`src/hdl/gasp_pkg.sv`:
```
// ----------------------------------------------------------------------------
// Grid A* path search package
// Widths, codes, node record type and step tables shared by the design.
// ----------------------------------------------------------------------------
package gasp_pkg;

    localparam int MAX_WIDTH  = 32;
    localparam int MAX_HEIGHT = 32;
    localparam int CELLS      = MAX_WIDTH * MAX_HEIGHT;
    localparam int CELL_W     = 10;
    localparam int LEN_W      = 11;
    localparam int DIM_W      = 6;
    localparam int G_W        = 11;
    localparam int H_W        = 6;
    localparam int ORDER_W    = 16;
    localparam int F_W        = G_W + 1;

    localparam logic [LEN_W-1:0] NO_PARENT = LEN_W'(CELLS);

    // Operation codes.
    localparam logic [1:0] OP_LOAD   = 2'd0;
    localparam logic [1:0] OP_SEARCH = 2'd1;
    localparam logic [1:0] OP_READ   = 2'd2;

    // Result status codes.
    localparam logic [1:0] ST_OK      = 2'd0;
    localparam logic [1:0] ST_NO_PATH = 2'd1;
    localparam logic [1:0] ST_RANGE   = 2'd2;

    // Per-node tags.
    localparam logic [1:0] TAG_NONE   = 2'd0;
    localparam logic [1:0] TAG_OPEN   = 2'd1;
    localparam logic [1:0] TAG_CLOSED = 2'd2;
    localparam logic [1:0] TAG_DEAD   = 2'd3;

    // Configuration register indexes.
    localparam logic [1:0] REG_WIDTH  = 2'd0;
    localparam logic [1:0] REG_HEIGHT = 2'd1;
    localparam logic [1:0] REG_MODE   = 2'd2;

    localparam int PADDR_W = 4;

    // Neighbour steps: the first four are the orthogonal ones.
    localparam logic signed [1:0] STEP_DX [8] = '{2'sd1, -2'sd1, 2'sd0, 2'sd0,
                                                  -2'sd1, -2'sd1, 2'sd1, 2'sd1};
    localparam logic signed [1:0] STEP_DY [8] = '{2'sd0, 2'sd0, 2'sd1, -2'sd1,
                                                  2'sd1, -2'sd1, 2'sd1, -2'sd1};

    typedef struct packed {
        logic [1:0]         tag;
        logic [G_W-1:0]     g;
        logic [H_W-1:0]     h;
        logic [LEN_W-1:0]   parent;
        logic [ORDER_W-1:0] order;
    } node_t;

    typedef struct packed {
        logic [DIM_W-1:0] width;
        logic [DIM_W-1:0] height;
        logic             diag;
        logic [LEN_W-1:0] cells;
    } grid_cfg_t;

    typedef struct packed {
        logic [1:0]        status;
        logic [LEN_W-1:0]  path_length;
        logic [CELL_W-1:0] path_cell;
    } result_t;

endpackage

```
`src/hdl/gasp_cfg.sv`:
```
// ----------------------------------------------------------------------------
// Grid A* path search configuration registers
// APB-style register file; presents the clamped grid size and cell count.
// ----------------------------------------------------------------------------
module gasp_cfg
    import gasp_pkg::*;
(
    input  logic               clk,
    input  logic               rst_n,
    input  logic               psel,
    input  logic               penable,
    input  logic               pwrite,
    input  logic [PADDR_W-1:0] paddr,
    input  logic [31:0]        pwdata,
    output logic [31:0]        prdata,
    output logic               pready,
    output grid_cfg_t          cfg
);

    logic [DIM_W-1:0] width_reg;
    logic [DIM_W-1:0] height_reg;
    logic             mode_reg;
    logic             wr_en;
    logic [1:0]       reg_sel;

    assign pready  = 1'b1;
    assign reg_sel = paddr[3:2];
    assign wr_en   = psel && penable && pwrite;

    always_ff @(posedge clk or negedge rst_n) begin
        if (!rst_n) begin
            width_reg  <= DIM_W'(MAX_WIDTH);
            height_reg <= DIM_W'(MAX_HEIGHT);
            mode_reg   <= 1'b0;
        end else if (wr_en) begin
            case (reg_sel)
                REG_WIDTH:  width_reg  <= pwdata[DIM_W-1:0];
                REG_HEIGHT: height_reg <= pwdata[DIM_W-1:0];
                REG_MODE:   mode_reg   <= pwdata[0];
                default:    ;
            endcase
        end
    end

    always_comb begin
        case (reg_sel)
            REG_WIDTH:  prdata = {{(32-DIM_W){1'b0}}, width_reg};
            REG_HEIGHT: prdata = {{(32-DIM_W){1'b0}}, height_reg};
            REG_MODE:   prdata = {31'd0, mode_reg};
            default:    prdata = 32'd0;
        endcase
    end

    // A size of zero counts as one; anything above the maximum counts as it.
    always_comb begin
        if (width_reg == '0)
            cfg.width = DIM_W'(1);
        else if (width_reg > DIM_W'(MAX_WIDTH))
            cfg.width = DIM_W'(MAX_WIDTH);
        else
            cfg.width = width_reg;
        if (height_reg == '0)
            cfg.height = DIM_W'(1);
        else if (height_reg > DIM_W'(MAX_HEIGHT))
            cfg.height = DIM_W'(MAX_HEIGHT);
        else
            cfg.height = height_reg;
        cfg.diag  = mode_reg;
        cfg.cells = LEN_W'(cfg.width * cfg.height);
    end

endmodule

```
`config.mk`:
```
export PLATFORM = sky130hd
export DESIGN_NAME = gasp_cfg
export DESIGN_NICKNAME = d
export VERILOG_FILES = /design/src/hdl/gasp_pkg.sv /design/src/hdl/gasp_cfg.sv
export SDC_FILE = /design/constraint.sdc
export NUM_CORES = 1
export LEC_CHECK = 0
export BUFFER_PORTS_ARGS = -buffer_cell sky130_fd_sc_hd__buf_2
export CELL_PAD_IN_SITES_DETAIL_PLACEMENT = 1
export CELL_PAD_IN_SITES_GLOBAL_PLACEMENT = 1
export CORE_UTILIZATION = 33
export CTS_BUF_LIST = sky130_fd_sc_hd__clkbuf_4 sky130_fd_sc_hd__clkbuf_8 sky130_fd_sc_hd__clkbuf_16
export DETAILED_ROUTE_END_ITERATION = 12
export PLACE_DENSITY = 0.78
export SLEW_MARGIN = 20
export SYNTH_ARGS = -nofsm -noshare
export SYNTH_HDL_FRONTEND = slang
export SYNTH_SLANG_ARGS = --single-unit
export TNS_END_PERCENT = 20
```
`constraint.sdc`:
```
create_clock -name clk -period 5.4 [get_ports clk]
set_input_delay 0.81 -clock clk [delete_from_list [all_inputs] [get_ports clk]]
set_output_delay 0.81 -clock clk [all_outputs]
set_load 0.1 [all_outputs]
```
# [Word-level counts from Yosys, hierarchy flattened]
# Index checks and enable logic that the tools add are counted.
[op_classes] muxes=5 n_mul=1 n_reduce_logical=8 order_cmp=2 n_eq_ne=2
[ops] op="two-way mux 6 bit" n=4
[ops] op="one-hot mux 6 bit (3 select lines)" n=1
[ops] op="> comparator 6 bit (second input constant)" n=2
[ops] op="logical NOT 6 bit" n=2
[ops] op="multiplier 6 x 6 -> 11 bit" n=1
[ops] op="AND reduction 2 bit" n=3
[ops] op="== test 2 x 1 -> 1 bit (second input constant)" n=1
[ops] op="== test 2 bit (second input constant)" n=1
[ops] op="logical AND 1 bit" n=2
[ops] op="logical NOT 2 bit" n=1
[totals] elab_cells=21 input_bits=41 register_bits=13 output_inout_bits=57

# [Logic depth before layout (Yosys ltp)]
[depth] depth_word=4 ltp_mapped=16

# [Worst setup path after synthesis]
# Ideal clock, no wire load.
[synth_timing] path_type="register -> output" from="register width_reg[4]" to="output cfg[10] (netlist name)" slack_ns=-1.167 path_stages_with_launch=15 t_arrival_ns=5.757 required_ns=4.590 path_cell_list="dfrtp_1 > nor4_1 > nor2_1 > or2_2 > inv_1 > nand2_1 > fa_1 > fa_1 > fa_1 > inv_1 > ha_1 > nand3_1 > o21ai_0 > a31oi_1 > xnor2_1"
[synth_rtl] element="start: declaration" line_no="gasp_cfg.sv:20" source="logic [DIM_W-1:0] width_reg;"
[synth_rtl] element="start signal: assignment" line_no="gasp_cfg.sv:32" source="width_reg <= DIM_W'(MAX_WIDTH);"
[synth_rtl] element="start signal: assignment" line_no="gasp_cfg.sv:37" source="REG_WIDTH: width_reg <= pwdata[DIM_W-1:0];"
[synth_rtl] element="end: declaration" line_no="gasp_cfg.sv:17" source="output grid_cfg_t cfg"

==> run metrics <==
Setup crit end kind output pin; post-synthesis instance total 217; drt wl/cell 14.3 µm; critical path class reg2out; most frequent cells after synthesis inv_1, buf_4, nor2_1, ha_1, fa_1; Yosys top cell by area fa_1; # diodes 0; Rel. slew slack 60.4%; vias 1,530; Ports 98; Num CTS Buffers 3; count leader, synth inv_1; hold_buf cts 0; FP Rows 27; dominant cells by area after synthesis fa_1, dfrtp_1, ha_1, buf_4, inv_1; worst slew pin tran 591 ps; Tmin final 5190 ps; Fmax 192 MHz; Die Y 78.8 µm; Syn Area/Cell 8.98 µm²; max_cap viols 0; nets 341; Async SR Flop Fraction 100%; Warnings, synthesis 0; register area 332 µm²; Port-buffer cells 42; initial core utilization 34.7%; CTS Sinks 13; post-synth top area share 16.4%; R2R Path Start width_reg[5]; P&R area growth vs syn 26.5%; die area 6210 µm²; reg2reg setup slack 4400 ps; static leakage power 1.34 nW; global-route wire length before repair 7510 µm; Placer Congestion 0.818; fin. max-slew vios 0; final hold violation count 0; VDD IR max 0.295 mV; post-DP HPWL 3780 µm; crit share post-route 96.2%; crit path from height_reg[3]; Max FO, Critical Path 5; initial antenna violation count 0; Startpoint Class flip-flop; vias per cell 4.55; vias in the first global route 1,611; synthesized flop and latch total 13; largest net degree at the start of global routing 15; H-tree Lvls 1; core area 5610 µm²; area taken by multi-input logic gates 1510 µm²; Setup-failing EPs final 0; ys flop type dfrtp_1; total grt overflow 0; WL final 4790 µm; setup TNS 0 ps; DRC 0; Starting DRT DRC Count 30; CP endpoint cfg[9]; post-synthesis sequential area ratio 16.8%; Crit path required time 4590 ps; Detail Route Antenna Nets 0; total track usage 15.4%; Worst-path clk slew 60 ps; Die W 78.8 µm; status completed; CTS tree yes; CP Data Arrival Time 4380 ps; Synth Cell Area 1950 µm²; Max clock buf depth 2; Filler cells 691; share of layout cells above drive strength 1 39.4%; clock latency at the later pin of the worst-skew pair 240 ps; min-delay worst type in2async; reg2reg end width_reg[5]; Clk Tree Root Cell clkbuf_8; Util after Layout 44.0%; Setup Skew 0 ps; first-pass detailed-route iteration total 3; FF-to-FF path depth 2; pwr/cell area 618 nW/µm²; Post-synth EDFFs 0; post-synth cell types 30
per-layer routing:
layer | global-route usage [%] | vias up | share of wire [%]
li1 | - | 715 | -
met3 | 1.38 | 6 | 3.1
met2 | 29.5 | 38 | 54
met1 | 18.6 | 771 | 42
met5 | 0 | - | 0
met4 | 3.45 | 0 | 1.2
timing repair:
item                       CTS  global route
setup endpoints to repair    2             3
resized for setup            5            10
buffers inserted             0             8
pin swaps                    3             9
area by class of cell:
class,count,share of cell area (%)
well taps,72,3.65
flip-flops and latches,13,13.5
inverters,31,5.33
clock buffers,3,1.68
repair buffers,53,14.3
clock inverters,1,0.203
multi-input cells,163,61.4
cell families (layout without fill, tap and decap cells):
logic type	Yosys count	in the layout	share of synthesized area, %
buffers and inverters	66	88	19.3
XOR/XNOR	9	9	4.05
adder cells (fa/ha/maj)	35	35	28.6
AO/OA/AOI/OAI	12	12	3.66
multiplexers	19	19	11.8
flip-flops	13	13	16.8
AND/OR/NAND/NOR	61	61	15.4
other	2	27	0.386
placed cells by master, fill, tap and decap left out, types with 7 or more instances in the layout:
cell type	count
fa_1	16
conb_1	27
buf_2	38
ha_1	17
inv_1	26
nor2_1	24
dfrtp_1	8
buf_4	11
nand2_1	10
mux2_2	7
how the worst min path moves through the flow:
stage / startpoint / end
3_5_place_dp: mode_reg / mode_reg
6_report: rst_n / mode_reg
5_1_grt: rst_n / height_reg[2]
3_3_place_gp: mode_reg / mode_reg
2_1_floorplan: width_reg[0] / width_reg[0]
4_1_cts: rst_n / width_reg[2]
through the flow:
step | instances | cell area, µm² | hold slack [ps] | setup WS, ps | power [mW]
6_report | 336 | 2460 | 443 | 205 | 1.52
5_1_grt | 336 | 2460 | 455 | -25.0 | 1.60
4_1_cts | 328 | 2370 | 442 | 4.44 | 1.50
3_5_place_dp | 324 | 2300 | 525 | 169 | 1.39
3_3_place_gp | 324 | 2300 | 520 | 239 | 1.37
2_1_floorplan | 242 | 2180 | 504 | -39.4 | 1.19
power breakdown:
| part | internal [mW] | total (mW) | switching (mW) |
|---|---|---|---|
| Clock | 0.0510 | 0.0879 | 0.0369 |
| Combinational | 0.319 | 1.27 | 0.956 |
| Sequential | 0.124 | 0.161 | 0.0369 |
| Total | 0.495 | 1.52 | 1.03 |
worst max-delay path: stages, from the launching register on:
cell	delay (ps)
dfrtp_2	430
nor4_4	270
nor2_1	80
or2_4	270
clkinvlp_4	100
and2_1	140
fa_1	420
inv_2	70
fa_1	450
fa_1	530
inv_1	40
ha_1	300
a21o_1	190
a21oi_2	140
o21bai_1	110
a21oi_2	240
xnor2_4	150
buf_12	190
No activity file was read; power rests on OpenSTA's default activity.
